File: src/rtl/core/grs_pkg.sv
// grs_pkg: shared constants and control structs for the group reverse stream.
// No dependencies; used by grs_front, grs_back and the top level.
`default_nettype none

package grs_pkg;

	localparam int MAX_GROUP_DEF  = 16;
	localparam int DATA_WIDTH_DEF = 16;
	localparam int CFG_W          = 5;

	// run descriptor flags, front to back
	typedef struct packed {
		logic bank;
		logic rev;
		logic eos;
	} cmd_flags_t;

	// bank release, back to front
	typedef struct packed {
		logic valid;
		logic bank;
	} rel_t;

endpackage

`default_nettype wire

File: src/rtl/core/grs_front.sv
// grs_front: word intake, group size register, fill count and bank select.
// Writes words into the group buffer and queues one descriptor per run.
// Depends on grs_pkg.
`default_nettype none

module grs_front #(
	parameter int MAX_GROUP  = grs_pkg::MAX_GROUP_DEF,
	parameter int DATA_WIDTH = grs_pkg::DATA_WIDTH_DEF,
	localparam int CW = $clog2(MAX_GROUP + 1),
	localparam int AW = (MAX_GROUP > 1) ? $clog2(MAX_GROUP) : 1
) (
	input  wire                         clk,
	input  wire                         arst_n,
	input  wire                         cfg_we,
	input  wire [grs_pkg::CFG_W-1:0]    cfg_data,
	input  wire                         in_valid,
	output logic                        in_ready,
	input  wire [DATA_WIDTH-1:0]        in_value,
	input  wire                         in_eos,
	output logic                        mem_we,
	output logic [AW:0]                 mem_addr,
	output logic [DATA_WIDTH-1:0]       mem_data,
	output logic                        q_push,
	input  wire                         q_full,
	output grs_pkg::cmd_flags_t         q_flags,
	output logic [CW-1:0]               q_count,
	input  wire grs_pkg::rel_t          rel
);

	logic [grs_pkg::CFG_W-1:0] group_size_q;
	logic [CW-1:0]             fill_q;
	logic [CW-1:0]             eff_g;
	logic [CW-1:0]             n;
	logic                      wr_bank_q;
	logic [1:0]                busy_q;
	logic [1:0]                busy_d;
	logic                      fire;
	logic                      rev;
	logic                      trig;

	always_comb begin
		if (group_size_q == '0) begin
			eff_g = CW'(1);
		end else if (32'(group_size_q) > MAX_GROUP) begin
			eff_g = CW'(MAX_GROUP);
		end else begin
			eff_g = CW'(group_size_q);
		end
	end

	assign in_ready = !busy_q[wr_bank_q] && !q_full;
	assign fire     = in_valid && in_ready;
	assign n        = fill_q + CW'(1);
	assign rev      = (n >= eff_g);
	assign trig     = rev || in_eos;

	assign mem_we   = fire;
	assign mem_addr = {wr_bank_q, AW'(fill_q)};
	assign mem_data = in_value;

	assign q_push       = fire && trig;
	assign q_flags.bank = wr_bank_q;
	assign q_flags.rev  = rev;
	assign q_flags.eos  = in_eos;
	assign q_count      = n;

	always_comb begin
		busy_d = busy_q;
		if (rel.valid) begin
			busy_d[rel.bank] = 1'b0;
		end
		if (q_push) begin
			busy_d[wr_bank_q] = 1'b1;
		end
	end

	always_ff @(posedge clk or negedge arst_n) begin
		if (!arst_n) begin
			group_size_q <= grs_pkg::CFG_W'(1);
			fill_q       <= '0;
			wr_bank_q    <= 1'b0;
			busy_q       <= '0;
		end else begin
			if (cfg_we) begin
				group_size_q <= cfg_data;
			end
			if (fire) begin
				if (trig) begin
					fill_q    <= '0;
					wr_bank_q <= !wr_bank_q;
				end else begin
					fill_q <= n;
				end
			end
			busy_q <= busy_d;
		end
	end

endmodule

`default_nettype wire

File: src/rtl/core/grs_cmd_fifo.sv
// grs_cmd_fifo: two-entry descriptor queue between front and back.
// Generic width; no package dependency.
`default_nettype none

module grs_cmd_fifo #(
	parameter int W = 8
) (
	input  wire          clk,
	input  wire          arst_n,
	input  wire          push,
	input  wire [W-1:0]  din,
	output logic         full,
	input  wire          pop,
	output logic [W-1:0] dout,
	output logic         empty
);

	logic [W-1:0] slot_q [2];
	logic         wp_q;
	logic         rp_q;
	logic [1:0]   cnt_q;

	assign full  = (cnt_q == 2'd2);
	assign empty = (cnt_q == 2'd0);
	assign dout  = slot_q[rp_q];

	always_ff @(posedge clk) begin
		if (push) begin
			slot_q[wp_q] <= din;
		end
	end

	always_ff @(posedge clk or negedge arst_n) begin
		if (!arst_n) begin
			wp_q  <= 1'b0;
			rp_q  <= 1'b0;
			cnt_q <= '0;
		end else begin
			if (push) begin
				wp_q <= !wp_q;
			end
			if (pop) begin
				rp_q <= !rp_q;
			end
			cnt_q <= cnt_q + 2'(push) - 2'(pop);
		end
	end

endmodule

`default_nettype wire

File: src/rtl/core/grs_back.sv
// grs_back: ping-pong group buffer and drain sequencer.
// Unless stalled, reads a word a cycle into the output register, full runs reversed.
// Depends on grs_pkg.
`default_nettype none

module grs_back #(
	parameter int MAX_GROUP  = grs_pkg::MAX_GROUP_DEF,
	parameter int DATA_WIDTH = grs_pkg::DATA_WIDTH_DEF,
	localparam int CW = $clog2(MAX_GROUP + 1),
	localparam int AW = (MAX_GROUP > 1) ? $clog2(MAX_GROUP) : 1
) (
	input  wire                         clk,
	input  wire                         arst_n,
	input  wire                         mem_we,
	input  wire [AW:0]                  mem_addr,
	input  wire [DATA_WIDTH-1:0]        mem_data,
	input  wire                         q_empty,
	output logic                        q_pop,
	input  wire grs_pkg::cmd_flags_t    q_flags,
	input  wire [CW-1:0]                q_count,
	output grs_pkg::rel_t               rel,
	output logic                        out_valid,
	input  wire                         out_ready,
	output logic [DATA_WIDTH-1:0]       out_value,
	output logic                        out_last,
	output logic                        out_done
);

	localparam int MEM_D = 2 << AW;

	typedef enum logic {IDLE, RUN} state_t;

	state_t                  state_q;
	grs_pkg::cmd_flags_t     flags_q;
	logic [CW-1:0]           cnt_q;
	logic [CW-1:0]           k_q;
	logic [CW-1:0]           idx;
	logic [DATA_WIDTH-1:0]   mem_q [MEM_D];
	logic [DATA_WIDTH-1:0]   data_s1;
	logic                    v_s1;
	logic                    last_s1;
	logic                    done_s1;
	logic                    adv;
	logic                    issue;
	logic                    last_k;
	logic                    load;

	assign adv    = !v_s1 || out_ready;
	assign issue  = (state_q == RUN) && adv;
	assign last_k = (k_q == cnt_q - CW'(1));
	assign load   = !q_empty && ((state_q == IDLE) || (issue && last_k));
	assign q_pop  = load;
	assign idx    = flags_q.rev ? (cnt_q - CW'(1) - k_q) : k_q;

	assign rel.valid = issue && last_k;
	assign rel.bank  = flags_q.bank;

	assign out_valid = v_s1;
	assign out_value = data_s1;
	assign out_last  = last_s1;
	assign out_done  = done_s1;

	always_ff @(posedge clk) begin
		if (mem_we) begin
			mem_q[mem_addr] <= mem_data;
		end
	end

	always_ff @(posedge clk) begin
		if (issue) begin
			data_s1 <= mem_q[{flags_q.bank, idx[AW-1:0]}];
		end
	end

	always_ff @(posedge clk or negedge arst_n) begin
		if (!arst_n) begin
			state_q <= IDLE;
			flags_q <= '0;
			cnt_q   <= '0;
			k_q     <= '0;
			v_s1    <= 1'b0;
			last_s1 <= 1'b0;
			done_s1 <= 1'b0;
		end else begin
			if (adv) begin
				v_s1    <= issue;
				last_s1 <= last_k;
				done_s1 <= last_k && flags_q.eos;
			end
			if (load) begin
				flags_q <= q_flags;
				cnt_q   <= q_count;
				k_q     <= '0;
				state_q <= RUN;
			end else if (issue) begin
				if (last_k) begin
					state_q <= IDLE;
				end else begin
					k_q <= k_q + CW'(1);
				end
			end
		end
	end

endmodule

`default_nettype wire

File: src/rtl/core/group_reverse_stream.sv
// group_reverse_stream: top level; front intake, descriptor queue, drain back end.
// Depends on grs_pkg, grs_front, grs_cmd_fifo, grs_back.
//
//  port group   dir  tdata                         tlast            tuser
//  s_axis       in   value                         end_of_sequence  -
//  m_axis       out  value_res                     last_of_run      sequence_done
//  cfg          in   cfg_data = group_size, written when cfg_we
//
// Intake takes one word a cycle while its buffer bank is free; two banks let a
// group fill while the previous one drains. A bank takes new words from the cycle
// after its last word is read. When the back end is idle, the run that a word
// completes is queued as a descriptor, loaded into the back end and then read
// into the output register. Reset is asynchronous and clears all control state;
// buffer contents are not cleared.
// A stalled m_axis holds its word and stalls the drain; intake stops only when
// both banks are waiting to drain.
`default_nettype none

module group_reverse_stream #(
	parameter int MAX_GROUP  = grs_pkg::MAX_GROUP_DEF,
	parameter int DATA_WIDTH = grs_pkg::DATA_WIDTH_DEF,
	localparam int TDATA_W = ((DATA_WIDTH + 7) / 8) * 8
) (
	input  wire                       clk,
	input  wire                       arst_n,
	input  wire                       cfg_we,
	input  wire [grs_pkg::CFG_W-1:0]  cfg_data,
	input  wire                       s_axis_tvalid,
	output logic                      s_axis_tready,
	input  wire [TDATA_W-1:0]         s_axis_tdata,   // value
	input  wire                       s_axis_tlast,   // end_of_sequence
	output logic                      m_axis_tvalid,
	input  wire                       m_axis_tready,
	output logic [TDATA_W-1:0]        m_axis_tdata,   // value_res
	output logic                      m_axis_tlast,   // last_of_run
	output logic                      m_axis_tuser    // sequence_done
);

	localparam int CW = $clog2(MAX_GROUP + 1);
	localparam int AW = (MAX_GROUP > 1) ? $clog2(MAX_GROUP) : 1;
	localparam int QW = $bits(grs_pkg::cmd_flags_t) + CW;

	logic                    mem_we;
	logic [AW:0]             mem_addr;
	logic [DATA_WIDTH-1:0]   mem_data;
	logic                    q_push;
	logic                    q_full;
	logic                    q_pop;
	logic                    q_empty;
	grs_pkg::cmd_flags_t     wq_flags;
	logic [CW-1:0]           wq_count;
	grs_pkg::cmd_flags_t     rq_flags;
	logic [CW-1:0]           rq_count;
	logic [QW-1:0]           q_dout;
	grs_pkg::rel_t           rel;
	logic [DATA_WIDTH-1:0]   out_value;

	assign {rq_flags, rq_count} = q_dout;
	assign m_axis_tdata = TDATA_W'(out_value);

	grs_front #(
		.MAX_GROUP  (MAX_GROUP),
		.DATA_WIDTH (DATA_WIDTH)
	) u_front (
		.clk      (clk),
		.arst_n   (arst_n),
		.cfg_we   (cfg_we),
		.cfg_data (cfg_data),
		.in_valid (s_axis_tvalid),
		.in_ready (s_axis_tready),
		.in_value (s_axis_tdata[DATA_WIDTH-1:0]),
		.in_eos   (s_axis_tlast),
		.mem_we   (mem_we),
		.mem_addr (mem_addr),
		.mem_data (mem_data),
		.q_push   (q_push),
		.q_full   (q_full),
		.q_flags  (wq_flags),
		.q_count  (wq_count),
		.rel      (rel)
	);

	grs_cmd_fifo #(
		.W (QW)
	) u_cmd_fifo (
		.clk    (clk),
		.arst_n (arst_n),
		.push   (q_push),
		.din    ({wq_flags, wq_count}),
		.full   (q_full),
		.pop    (q_pop),
		.dout   (q_dout),
		.empty  (q_empty)
	);

	grs_back #(
		.MAX_GROUP  (MAX_GROUP),
		.DATA_WIDTH (DATA_WIDTH)
	) u_back (
		.clk       (clk),
		.arst_n    (arst_n),
		.mem_we    (mem_we),
		.mem_addr  (mem_addr),
		.mem_data  (mem_data),
		.q_empty   (q_empty),
		.q_pop     (q_pop),
		.q_flags   (rq_flags),
		.q_count   (rq_count),
		.rel       (rel),
		.out_valid (m_axis_tvalid),
		.out_ready (m_axis_tready),
		.out_value (out_value),
		.out_last  (m_axis_tlast),
		.out_done  (m_axis_tuser)
	);

endmodule

`default_nettype wire

File: config.mk
export PLATFORM = sky130hd
export DESIGN_NAME = group_reverse_stream
export DESIGN_NICKNAME = d
export VERILOG_FILES = /design/src/rtl/core/grs_pkg.sv /design/src/rtl/core/grs_front.sv /design/src/rtl/core/grs_cmd_fifo.sv /design/src/rtl/core/grs_back.sv /design/src/rtl/core/group_reverse_stream.sv
export SDC_FILE = /design/constraint.sdc
export NUM_CORES = 1
export LEC_CHECK = 0
export BUFFER_PORTS_ARGS = -buffer_cell sky130_fd_sc_hd__buf_2
export CORE_UTILIZATION = 45
export DETAILED_ROUTE_END_ITERATION = 10
export GPL_TIMING_DRIVEN = 0
export PLACE_DENSITY_LB_ADDON = 0.1
export SLEW_MARGIN = 0
export SYNTH_ARGS = -nofsm -noshare
export SYNTH_HDL_FRONTEND = slang
export SYNTH_SLANG_ARGS = --single-unit
File: constraint.sdc
create_clock -name clk -period 3.2 [get_ports clk]
set_input_delay 0 -clock clk [delete_from_list [all_inputs] [get_ports clk]]
set_output_delay 0 -clock clk [all_outputs]
set_load 0.02 [all_outputs]
==> impl_metrics.tcl <==
set metrics [dict create \
    synth-edff-count 544 \
    nets 2092 \
    clk_latency_ns 0.59 \
    multi_input_area_sq_um 7700 \
    arrival_ns 3.46 \
    finalCritPeriodShare 1.01 \
    numCtsBuffers 66 \
    nFillCells 4611 \
    yosysWarningCount 0 \
    via_count 17383 \
    initial_core_util 0.455 \
    path_cells "inv_1 -> a221oi_1 -> and2_1 -> buf_2 -> nand2_1 -> nor2_2" \
    final_cell_mix "544 x edfxtp_1, 96 x nand2_1, 90 x nor2_1" \
    maxCapViolations 0 \
    row_count 86 \
    hold_class "in2reg" \
    grt_antenna_before_repair 2 \
    fmax_mhz 308 \
    placed_cell_area_sq_um 26600 \
    synthCells 1888 \
    yosysSeqAreaShare 0.687 \
    fp.dieArea_sq_um 56600 \
    start_kind "register" \
    grt_max_degree 35 \
    area.growth.synth_to_final_pct 18.0 \
    synth_area_per_cell_sq_um 13.3 \
    io_pins 47 \
    routed_wl_microns 76300 \
    synth_seq_cells 578 \
    dr.pass1.iters 6 \
    drc_errors 0 \
    register_area_sq_um 17200 \
    synth_fp_nets 1932 \
    layout-drive-gt1-share 0.191 \
    synth_top_flop_cell "edfxtp_1" \
    final_max_slew_viol_count 0 \
    final_common_cell "edfxtp_1" \
    vias_per_cell 6.11 \
    failed_checks "setup timing" \
    h-tree-depth 3 \
    gp_congestion 0.895 \
    fin_skew_ns 0.0209 \
    overflow 0 \
    cts_tree "yes" \
    dp_hpwl_microns 51700 \
    end_kind "register" \
    core_area_sq_um 55000 \
    clk_path_buf_depth 3 \
    min_period_ns 3.25 \
    port_buffers 46 \
    grtUsageTotal 0.274 \
    grt_pass1_vias 17105 \
    crit_type "reg2reg" \
    required_ns 3.41 \
    slowest_stage "nor2_2" \
    status "finished, violations left" \
    critical-path-max-stage-delay_ns 0.95 \
    die_h_microns 238 \
    clkTransAtPathRegs_ns 0.06 \
    wire_per_inst_microns 26.8 \
    path_max_fanout 16 \
    design_area_sq_um 29500 \
    final-setup-viol-count 32 \
    postRouteAntennaNets 0 \
    cts_root_buf "clkbuf_16" \
    hold_viol 0 \
    utilization 0.537 \
    netlist_area_sq_um 25000 \
    synthArstFlopShare 0.0588 \
    setup_ws_ns -0.0460 \
    yosysUniqueCellTypes 65 \
    first_iter_violations 1866 \
    die_x_microns 238 \
    tightest_slew_ns 1.22 \
    maxSlewHeadroom 0.184 \
    grt_pass1_wl_microns 113000 \
    cts.sinks 578 \
    grt_setup_unrepaired "true" \
]
[cell usage after synthesis, types with 10 or more instances]
cell type / count / area (sq um)
nor3_1: 34 / 170
o21ai_1: 42 / 210
a311oi_1: 32 / 280
a21oi_1: 44 / 220
mux2_2: 10 / 113
a31oi_1: 17 / 106
o21a_1: 13 / 97.6
a2bb2oi_1: 12 / 105
mux2i_1: 10 / 100
clkbuf_1: 90 / 338
dfrtp_1: 33 / 826
edfxtp_1: 544 / 16300
nor2b_1: 47 / 294
a21o_1: 18 / 135
o22ai_1: 69 / 432
o21ai_0: 89 / 445
inv_1: 26 / 97.6
nand3_1: 36 / 180
o31a_1: 13 / 114
ha_1: 16 / 200
o21bai_1: 13 / 97.6
a211o_1: 19 / 166
and3_1: 75 / 469
buf_2: 42 / 210
a211oi_1: 74 / 556
nand4_1: 14 / 87.6
buf_1: 20 / 75.1
a311o_1: 13 / 130
xnor2_1: 10 / 87.6
nor2_1: 122 / 458
o211ai_1: 64 / 480
o31ai_1: 24 / 180
nand2_1: 99 / 372
nor4_1: 27 / 169
[logic make-up (layout without fill, tap and decap cells)]
group | after synthesis | count (layout) | synth area share
fa+ha+maj | 17 | 17 | 0.00880
xor+xnor | 15 | 15 | 0.00525
simple gates | 494 | 494 | 0.0997
mux | 25 | 25 | 0.0115
other cells | 0 | 1 | 0
flops | 578 | 578 | 0.687
buf+inv | 181 | 387 | 0.0292
compound gates | 578 | 578 | 0.159
[worst paths after layout]
check                                     from                 endpoint  slack (ns)  depth (start not counted)
setup / recovery           u_cmd_fifo.cnt_q[0]     u_back.mem_q[15][13]       -0.05                          6
hold / removal                s_axis_tdata[15]     u_back.mem_q[27][15]        0.03                          1
setup reg to reg           u_cmd_fifo.cnt_q[0]     u_back.mem_q[15][13]       -0.05                          6
hold reg to reg                u_back.out_last          u_back.out_last        0.48                          2
max in group asynchronous               arst_n            u_back.k_q[0]        2.56                          2
min in group asynchronous               arst_n  u_front.group_size_q[3]        0.07                          2
[critical path, delay by kind of cell (launching register included)]
family	cells	cell delay [ns]
AND/OR/NAND/NOR	3	1.66
buffers and inverters	2	0.25
flip-flops	1	0.43
AO/OA/AOI/OAI	1	0.50
[registers in the layout (all words and copies together) (netlist names)]
name / flops
u_back.out_last: 1
u_cmd_fifo.wp_q: 1
u_back.k_q: 5
u_back.mem_q: 512
u_front.group_size_q: 5
u_front.wr_bank_q: 1
u_front.fill_q: 5
u_back.cnt_q: 5
u_back.out_value: 16
u_back.flags_q: 2
u_front.busy_q: 2
u_cmd_fifo.cnt_q: 2
u_back.rel: 1
u_back.state_q: 1
u_back.out_valid: 1
u_cmd_fifo.rp_q: 1
u_cmd_fifo.slot_q: 16
u_back.out_done: 1
[metrics by stage]
step	setup slack (ns)	instances	hold slack, ns	setup TNS (ns)
after floorplan	0.284	1888	-0.296	0
after global placement	-1.43	2682	0.127	-173.47
after detailed placement	-1.45	2702	0.142	-34.16
after CTS	-0.0291	2839	0.00678	-0.794
after global routing	-0.275	2842	0.0387	-8.99
final	-0.0460	2843	0.0251	-0.969
[area by class of cell]
cell class,instances,area share
Sequential cell,578,0.582
Multi-Input combinational cell,1129,0.261
Clock buffer,87,0.0614
Tap cell,748,0.0317
Buffer,149,0.0278
Timing Repair Buffer,95,0.0269
Clock inverter,27,0.00538
Inverter,29,0.00381
Antenna cell,1,0.0000847
[what timing repair did]
item                                   4_1_cts  5_1_grt
cloned                                       0        0
endpoints found under the hold margin      139        0
setup buffers                                7        4
gates resized for setup                    146       87
pin swaps                                   19       15
hold buffers                                18        0
setup endpoints to repair                   97      193
[metal layers]
layer | vias to the layer above | wire length (microns) | global-route usage | part of all wire
li1 | 7748 | - | - | -
met1 | 8774 | 32100 | 0.381 | 0.42
met2 | 740 | 36500 | 0.444 | 0.48
met3 | 119 | 5850 | 0.0399 | 0.077
met4 | 2 | 1840 | 0.0895 | 0.024
met5 | - | 13 | 0 | 0.00017
Power is not shown: default switching activity piles up to over one toggle a cycle in this logic, so the estimate is an artifact.
